File: config.mk
export PLATFORM = sky130hd
export DESIGN_NAME = bsog_step
export DESIGN_NICKNAME = d
export VERILOG_FILES = /design/src/rtl/bsog_pkg.sv /design/src/rtl/bsog_step.sv
export SDC_FILE = /design/constraint.sdc
export NUM_CORES = 1
export LEC_CHECK = 0
export BUFFER_PORTS_ARGS = -buffer_cell sky130_fd_sc_hd__buf_2
export CORE_ASPECT_RATIO = 0.8
export CORE_UTILIZATION = 56
export CTS_BUF_LIST = sky130_fd_sc_hd__clkbuf_8 sky130_fd_sc_hd__clkbuf_16
export DETAILED_ROUTE_END_ITERATION = 10
export PLACE_DENSITY = 0.94
export SETUP_SLACK_MARGIN = 0.5
export SYNTH_ARGS = -nofsm -noshare
export SYNTH_HDL_FRONTEND = slang
export SYNTH_SLANG_ARGS = --single-unit
File: constraint.sdc
create_clock -name clk_i -period 8.6 [get_ports clk_i]
set_input_delay 1.72 -clock clk_i [delete_from_list [all_inputs] [get_ports clk_i]]
set_output_delay 1.72 -clock clk_i [all_outputs]
set_load 0.05 [all_outputs]
File: src/rtl/bsog_pkg.sv
package bsog_pkg;

  // channel states
  localparam logic [2:0] ModeOff   = 3'd0;
  localparam logic [2:0] ModeCheck = 3'd1;
  localparam logic [2:0] ModeOn    = 3'd2;
  localparam logic [2:0] ModeShort = 3'd3;
  localparam logic [2:0] ModeOvc   = 3'd4;

  // configuration register indexes
  localparam logic [1:0] RegScale    = 2'd0;
  localparam logic [1:0] RegLimit    = 2'd1;
  localparam logic [1:0] RegOvcTime  = 2'd2;
  localparam logic [1:0] RegRetry    = 2'd3;

  // bits of the pin latch
  localparam int unsigned PinDrvP = 0;
  localparam int unsigned PinDrvN = 1;
  localparam int unsigned PinSenP = 2;
  localparam int unsigned PinSenN = 3;

  localparam logic [11:0] ShortRawLimit = 12'd3103;

  // raw * scale / 1000 by reciprocal, exact for products below 2^28
  localparam longint unsigned MaDivisor  = 1000;
  localparam int unsigned     RecipShift = 38;
  localparam logic [28:0]     RecipMult  =
    29'(((64'd1 << RecipShift) + MaDivisor - 64'd1) / MaDivisor);

  localparam logic [15:0] ScaleReset    = 16'd1000;
  localparam logic [18:0] LimitReset    = 19'd10000;
  localparam logic [31:0] OvcTimeReset  = 32'd100;
  localparam logic [31:0] RetryReset    = 32'd0;

  typedef struct packed {
    logic [15:0] sense_gain;
    logic [18:0] current_limit_ma;
    logic [31:0] overcurrent_time_ms;
    logic [31:0] retry_lock_ms;
  } cfg_t;

  typedef struct packed {
    logic [31:0]        time_ms;
    logic [11:0]        raw_current;
    logic               set_enable;
    logic signed [1:0]  enable_request;
  } item_t;

endpackage

File: src/rtl/bsog_step.sv
module bsog_step (
  input  logic                 clk_i,
  input  logic                 rst_ni,
  input  logic                 upd_i,
  input  bsog_pkg::item_t      item_i,
  input  logic [18:0]          cur_ma_i,
  input  bsog_pkg::cfg_t       cfg_i,
  output logic [3:0]           pins_o,
  output logic [18:0]          current_o,
  output logic [2:0]           mode_o
);
  import bsog_pkg::*;

  logic [2:0]  mode_q, mode_d, mode_a;
  logic [31:0] mark_q, mark_d, mark_on;
  logic [1:0]  dir_q, dir_d;
  logic [18:0] cur_q, cur_d;
  logic [3:0]  pins_q, pins_d;
  logic        dir_pos;
  logic [31:0] on_elapsed, fault_elapsed;

  always_comb begin
    dir_d = dir_q;
    if (item_i.set_enable && (dir_q == 2'b00 || item_i.enable_request == 2'sb00)) begin
      dir_d = item_i.enable_request;
    end
    dir_pos = (dir_d == 2'b01);

    mode_a = (dir_d == 2'b00) ? ModeOff : mode_q;
    cur_d  = (dir_d == 2'b00) ? '0 : cur_q;
    pins_d = pins_q;
    mark_d = mark_q;
    mode_d = mode_a;

    mark_on       = mark_q;
    on_elapsed    = '0;
    fault_elapsed = item_i.time_ms - mark_q;

    if (mode_a != ModeOff && mode_a <= ModeOvc) begin
      if (dir_pos) begin
        pins_d[PinSenP] = 1'b1;
      end else begin
        pins_d[PinSenN] = 1'b1;
      end
    end

    case (mode_a)
      ModeCheck: begin
        mark_d = item_i.time_ms;
        if (dir_pos) begin
          pins_d[PinDrvP] = 1'b1;
        end else begin
          pins_d[PinDrvN] = 1'b1;
        end
        mode_d = ModeOn;
      end
      ModeOn: begin
        cur_d = cur_ma_i;
        // below the limit the overcurrent timer restarts; a short restarts it too
        if (cur_ma_i < cfg_i.current_limit_ma || item_i.raw_current > ShortRawLimit) begin
          mark_on = item_i.time_ms;
        end
        mark_d     = mark_on;
        on_elapsed = item_i.time_ms - mark_on;
        if (item_i.raw_current > ShortRawLimit) begin
          pins_d[PinDrvP] = 1'b0;
          pins_d[PinDrvN] = 1'b0;
          mode_d          = ModeShort;
        end
        if (on_elapsed > cfg_i.overcurrent_time_ms) begin
          mark_d          = item_i.time_ms;
          pins_d[PinDrvP] = 1'b0;
          pins_d[PinDrvN] = 1'b0;
          mode_d          = ModeOvc;
        end
      end
      ModeShort, ModeOvc: begin
        if (cfg_i.retry_lock_ms != 32'd0 && fault_elapsed > cfg_i.retry_lock_ms) begin
          mark_d = item_i.time_ms;
          if (dir_pos) begin
            pins_d[PinDrvP] = 1'b1;
          end else begin
            pins_d[PinDrvN] = 1'b1;
          end
          mode_d = ModeOn;
        end
      end
      default: begin
        mode_d = ModeOff;
        pins_d = '0;
        if (dir_d != 2'b00) begin
          mark_d = item_i.time_ms;
          mode_d = ModeCheck;
        end
      end
    endcase
  end

  always_ff @(posedge clk_i or negedge rst_ni) begin
    if (!rst_ni) begin
      mode_q <= ModeOff;
      mark_q <= '0;
      dir_q  <= '0;
      cur_q  <= '0;
      pins_q <= '0;
    end else if (upd_i) begin
      mode_q <= mode_d;
      mark_q <= mark_d;
      dir_q  <= dir_d;
      cur_q  <= cur_d;
      pins_q <= pins_d;
    end
  end

  assign pins_o    = pins_q;
  assign current_o = cur_q;
  assign mode_o    = mode_q;

endmodule

==> results by group <==
Clock tree
  • H-Tree Depth: 3
  • Worst-Skew Late Latency: 0.34 ns
  • Clock Path Buffers: 2
  • CTS sink count: 60
  • Num CTS Buffers: 9
  • CTS tree: yes
  • Clock Tree Root: clkbuf_16
  • Clock transition at path regs: roughly 0.060 ns

Synthesis
  • Area contributors post-synth: ha_1 (23%), dfrtp_1 (19%), a21oi_1 (6.8%)
  • Post-synthesis net count: between 1,000 and 1,500
  • Synth warn: 0
  • EDFF count, synth: 0
  • Top-area cell type share of the netlist area: 22.6%
  • Average cell area after synthesis: about 8.0 um^2
  • Synth Register Bits: 60
  • Mapped Area: around 0.008 mm^2
  • Fraction of registers with async set/reset: 100%
  • Sequential area share after synthesis: a little under a fifth
  • Synth unique cells: 57
  • Top_reg_cell synth: dfrtp_1
  • Mapped Cells: roughly 1,000
  • Area leader, netlist: ha_1

Flow run
  • Total of max-cap violations: 0

Detailed routing
  • DRT iter0 DRCs: slightly below 1,000
  • Drt via density: 6.19
  • Post-DRT Antenna Nets: 0
  • Routed via count: about 8,900
  • Final WL: around 27 mm
  • Post-route DRC: 0
  • Avg WL per Cell: around 19 um
  • DR pass1 iterations: 6

Worst setup path
  • Worst path slowest cell: or4_4
  • Critical path peak fanout: 7
  • R2R Path Start: mark_q[0]
  • RR Endpoint: mark_q[6]
  • Crit path arrival time: a little under 9 ns
  • Setup crit end kind: register
  • Most frequent cell on the critical path: buf_6
  • Cells on worst reg2reg path: 26
  • Crit path from: item_i[11]
  • Startpoint Class: input port
  • Worst reg2reg setup slack: ~2.2 ns
  • WP data required: 8.83 ns
  • Crit Path Class: in2reg
  • CP max stage delay: between 0.4 and 0.5 ns
  • CP endpoint: mark_q[6]

STA
  • Unrepaired setup endpoints after global routing: yes
  • Final worst slack: -0.0488 ns
  • Post-layout minimum cycle time: roughly 8.6 ns
  • Setup Skew: 0.00737 ns
  • Worst-Margin Slew: roughly 0.8 ns
  • Peak Freq: around 0.12 GHz
  • Finish-stage setup viols: 14
  • Final hold vios: 0
  • Final period util: 101%
  • Relative slew slack: 46.7%
  • Max-slew violation count: 0

GRT
  • Gr usage total: a little over a third
  • Largest net degree at the start of global routing: between 60 and 70
  • Vias in the first global route: approximately 8,600
  • GR Overflow Total: 0
  • Antenna violations before repair: 0
  • First-pass GRT wire length: around 41 mm

Cells and area
  • Non-Filler Instances: between 1,000 and 1,500
  • Share of layout cells above drive strength 1: about 29%
  • Fill count: roughly 860
  • Synthesis-to-layout area growth: 32.6%
  • Nets: between 1,500 and 2,000
  • N_diodes: 0

Outcome
  • Failing checks: setup timing
  • Status: finished with violations

Floorplanning
  • Chip Height: roughly 110 um
  • Die Wd: 135 um
  • Initial Utilization: between 50 and 60%
  • Core box area: ~0.014 mm^2
  • Rows: 38
  • I/O pin cnt: 194
  • Die area: roughly 0.015 mm^2

Power and ir drop
  • Pwr Density: ~350 mW/mm^2
  • VDD IR-drop max: approximately 0.17 mV
  • Post-layout power: 0.00366 W
  • Leak: roughly 5.7 nW

Placed design
  • Placed cells: ~1,400
  • Gpl congestion: 0.904
  • PortBufs: ~170
  • Post-DP HPWL: 17.9 mm

Hold path
  • Tightest Hold Check Type: reg2reg
synth_stat cells (all sizes together), types with 20 or more instances:
cell and instances:
nor2b 21, nor2 77, ha 144, o21ai 48
nand4 22, xnor2 42, nand2 49, inv 135
a22o 20, mux2 32, a21o 44, a21oi 108
dfrtp 60
worst max-delay path, delay by kind of cell:
family                     cells  cell delay [ns]
xor gates and xnor gates       1             0.16
buffers and inverters          7             0.97
and+or+nand+nor               11             2.15
AOI/OAI and AO/OA             11             2.86
muxes                          1             0.33
adders and majority gates      2             0.66
worst min path at each step:
stage                       startpoint      endpoint  depth (start not counted)
after CTS                 current_o[6]  current_o[6]                          1
after global routing      current_o[6]  current_o[6]                          1
after global placement    current_o[2]  current_o[2]                          1
after floorplan             mark_q[28]    mark_q[28]                          1
after detailed placement  current_o[8]  current_o[8]                          1
final                     current_o[6]  current_o[6]                          1
power breakdown:
part           internal [W]  leakage [nW]  switching (W)  total, W
Combinational       0.00120          4.79        0.00155   0.00275
Sequential         0.000410         0.726      0.0000902  0.000500
Clock              0.000255         0.152       0.000156  0.000411
Total               0.00187          5.66        0.00179   0.00366
metrics by stage:
| stage | setup slack (ns) | hold slack [ns] | util, % | TNS, ns | instance area (um^2) |
|---|---|---|---|---|---|
| detailed placement | -0.541 | 0.482 | 68.7 | -17.96 | 9440 |
| floorplan | 0.270 | 0.479 | - | 0 | 8130 |
| CTS | 0.0953 | 0.496 | 74.3 | 0 | 10200 |
| finish | -0.0488 | 0.491 | 77.0 | -0.355 | 10600 |
| global route | -0.233 | 0.515 | 77.0 | -5.66 | 10600 |
| global placement | -0.433 | 0.478 | 68.7 | -14.33 | 9440 |
area by class of cell:
class / instances / area, um^2 / share of cell area, %
Multi-Input combinational cell: 788 / 6390 / 60.4
Clock inverter: 7 / 101 / 0.958
Inverter: 135 / 507 / 4.79
Tap cell: 180 / 225 / 2.13
Timing Repair Buffer: 251 / 1630 / 15.4
Clock buffer: 9 / 225 / 2.13
Sequential cell: 60 / 1500 / 14.2
what timing repair did:
item / CTS / global route
pin swaps: 17 / 35
endpoints found under the setup margin: 37 / 37
hold buffers: 0 / 0
cloned: 3 / 0
resized for setup: 52 / 56
setup buffers: 17 / 14
cells in the final DEF (no fill, tap or decap), types with 8 or more instances in the layout:
cell / netlist / layout
buf_2: 0 / 170
ha_1: 144 / 140
inv_1: 135 / 134
a21oi_1: 108 / 99
nor2_1: 77 / 68
dfrtp_1: 60 / 60
buf_4: 0 / 60
nand2_1: 49 / 46
a21o_1: 44 / 44
o21ai_0: 47 / 43
xnor2_1: 42 / 42
mux2_4: 0 / 25
nand4_1: 22 / 22
nor2b_1: 21 / 21
a22o_1: 20 / 20
o21a_1: 18 / 17
xor2_1: 14 / 14
nand3_1: 17 / 13
buf_6: 0 / 13
a31oi_1: 13 / 12
o21bai_1: 10 / 10
nor4_1: 10 / 9
clkbuf_16: 0 / 9
nand2b_1: 9 / 8
kinds of logic after synthesis:
group	synth area share (%)
flip-flops	18.8
AND/OR/NAND/NOR	14.9
AO/OA/AOI/OAI	25.0
multiplexers	4.90
XOR/XNOR	6.15
adder cells (fa/ha/maj)	23.1
buffers and inverters	7.16
metal layers:
metal / wire length (um) / vias to the layer above / track usage, % / part of all wire [%]
li1: - / 4081 / - / -
met1: 10800 / 4091 / 43.9 / 40
met2: 12400 / 539 / 59.5 / 46
met3: 2440 / 140 / 6.69 / 9.0
met4: 1380 / 0 / 17.4 / 5.1
met5: 0 / - / 0 / 0
flip-flops by register name, summed over array words and instances, names as in the netlist:
register and count:
mark_q 32, current_o 19, pins_o 4, mode_o 3
dir_q 2
Note: power is estimated with default switching activity, not from simulation.
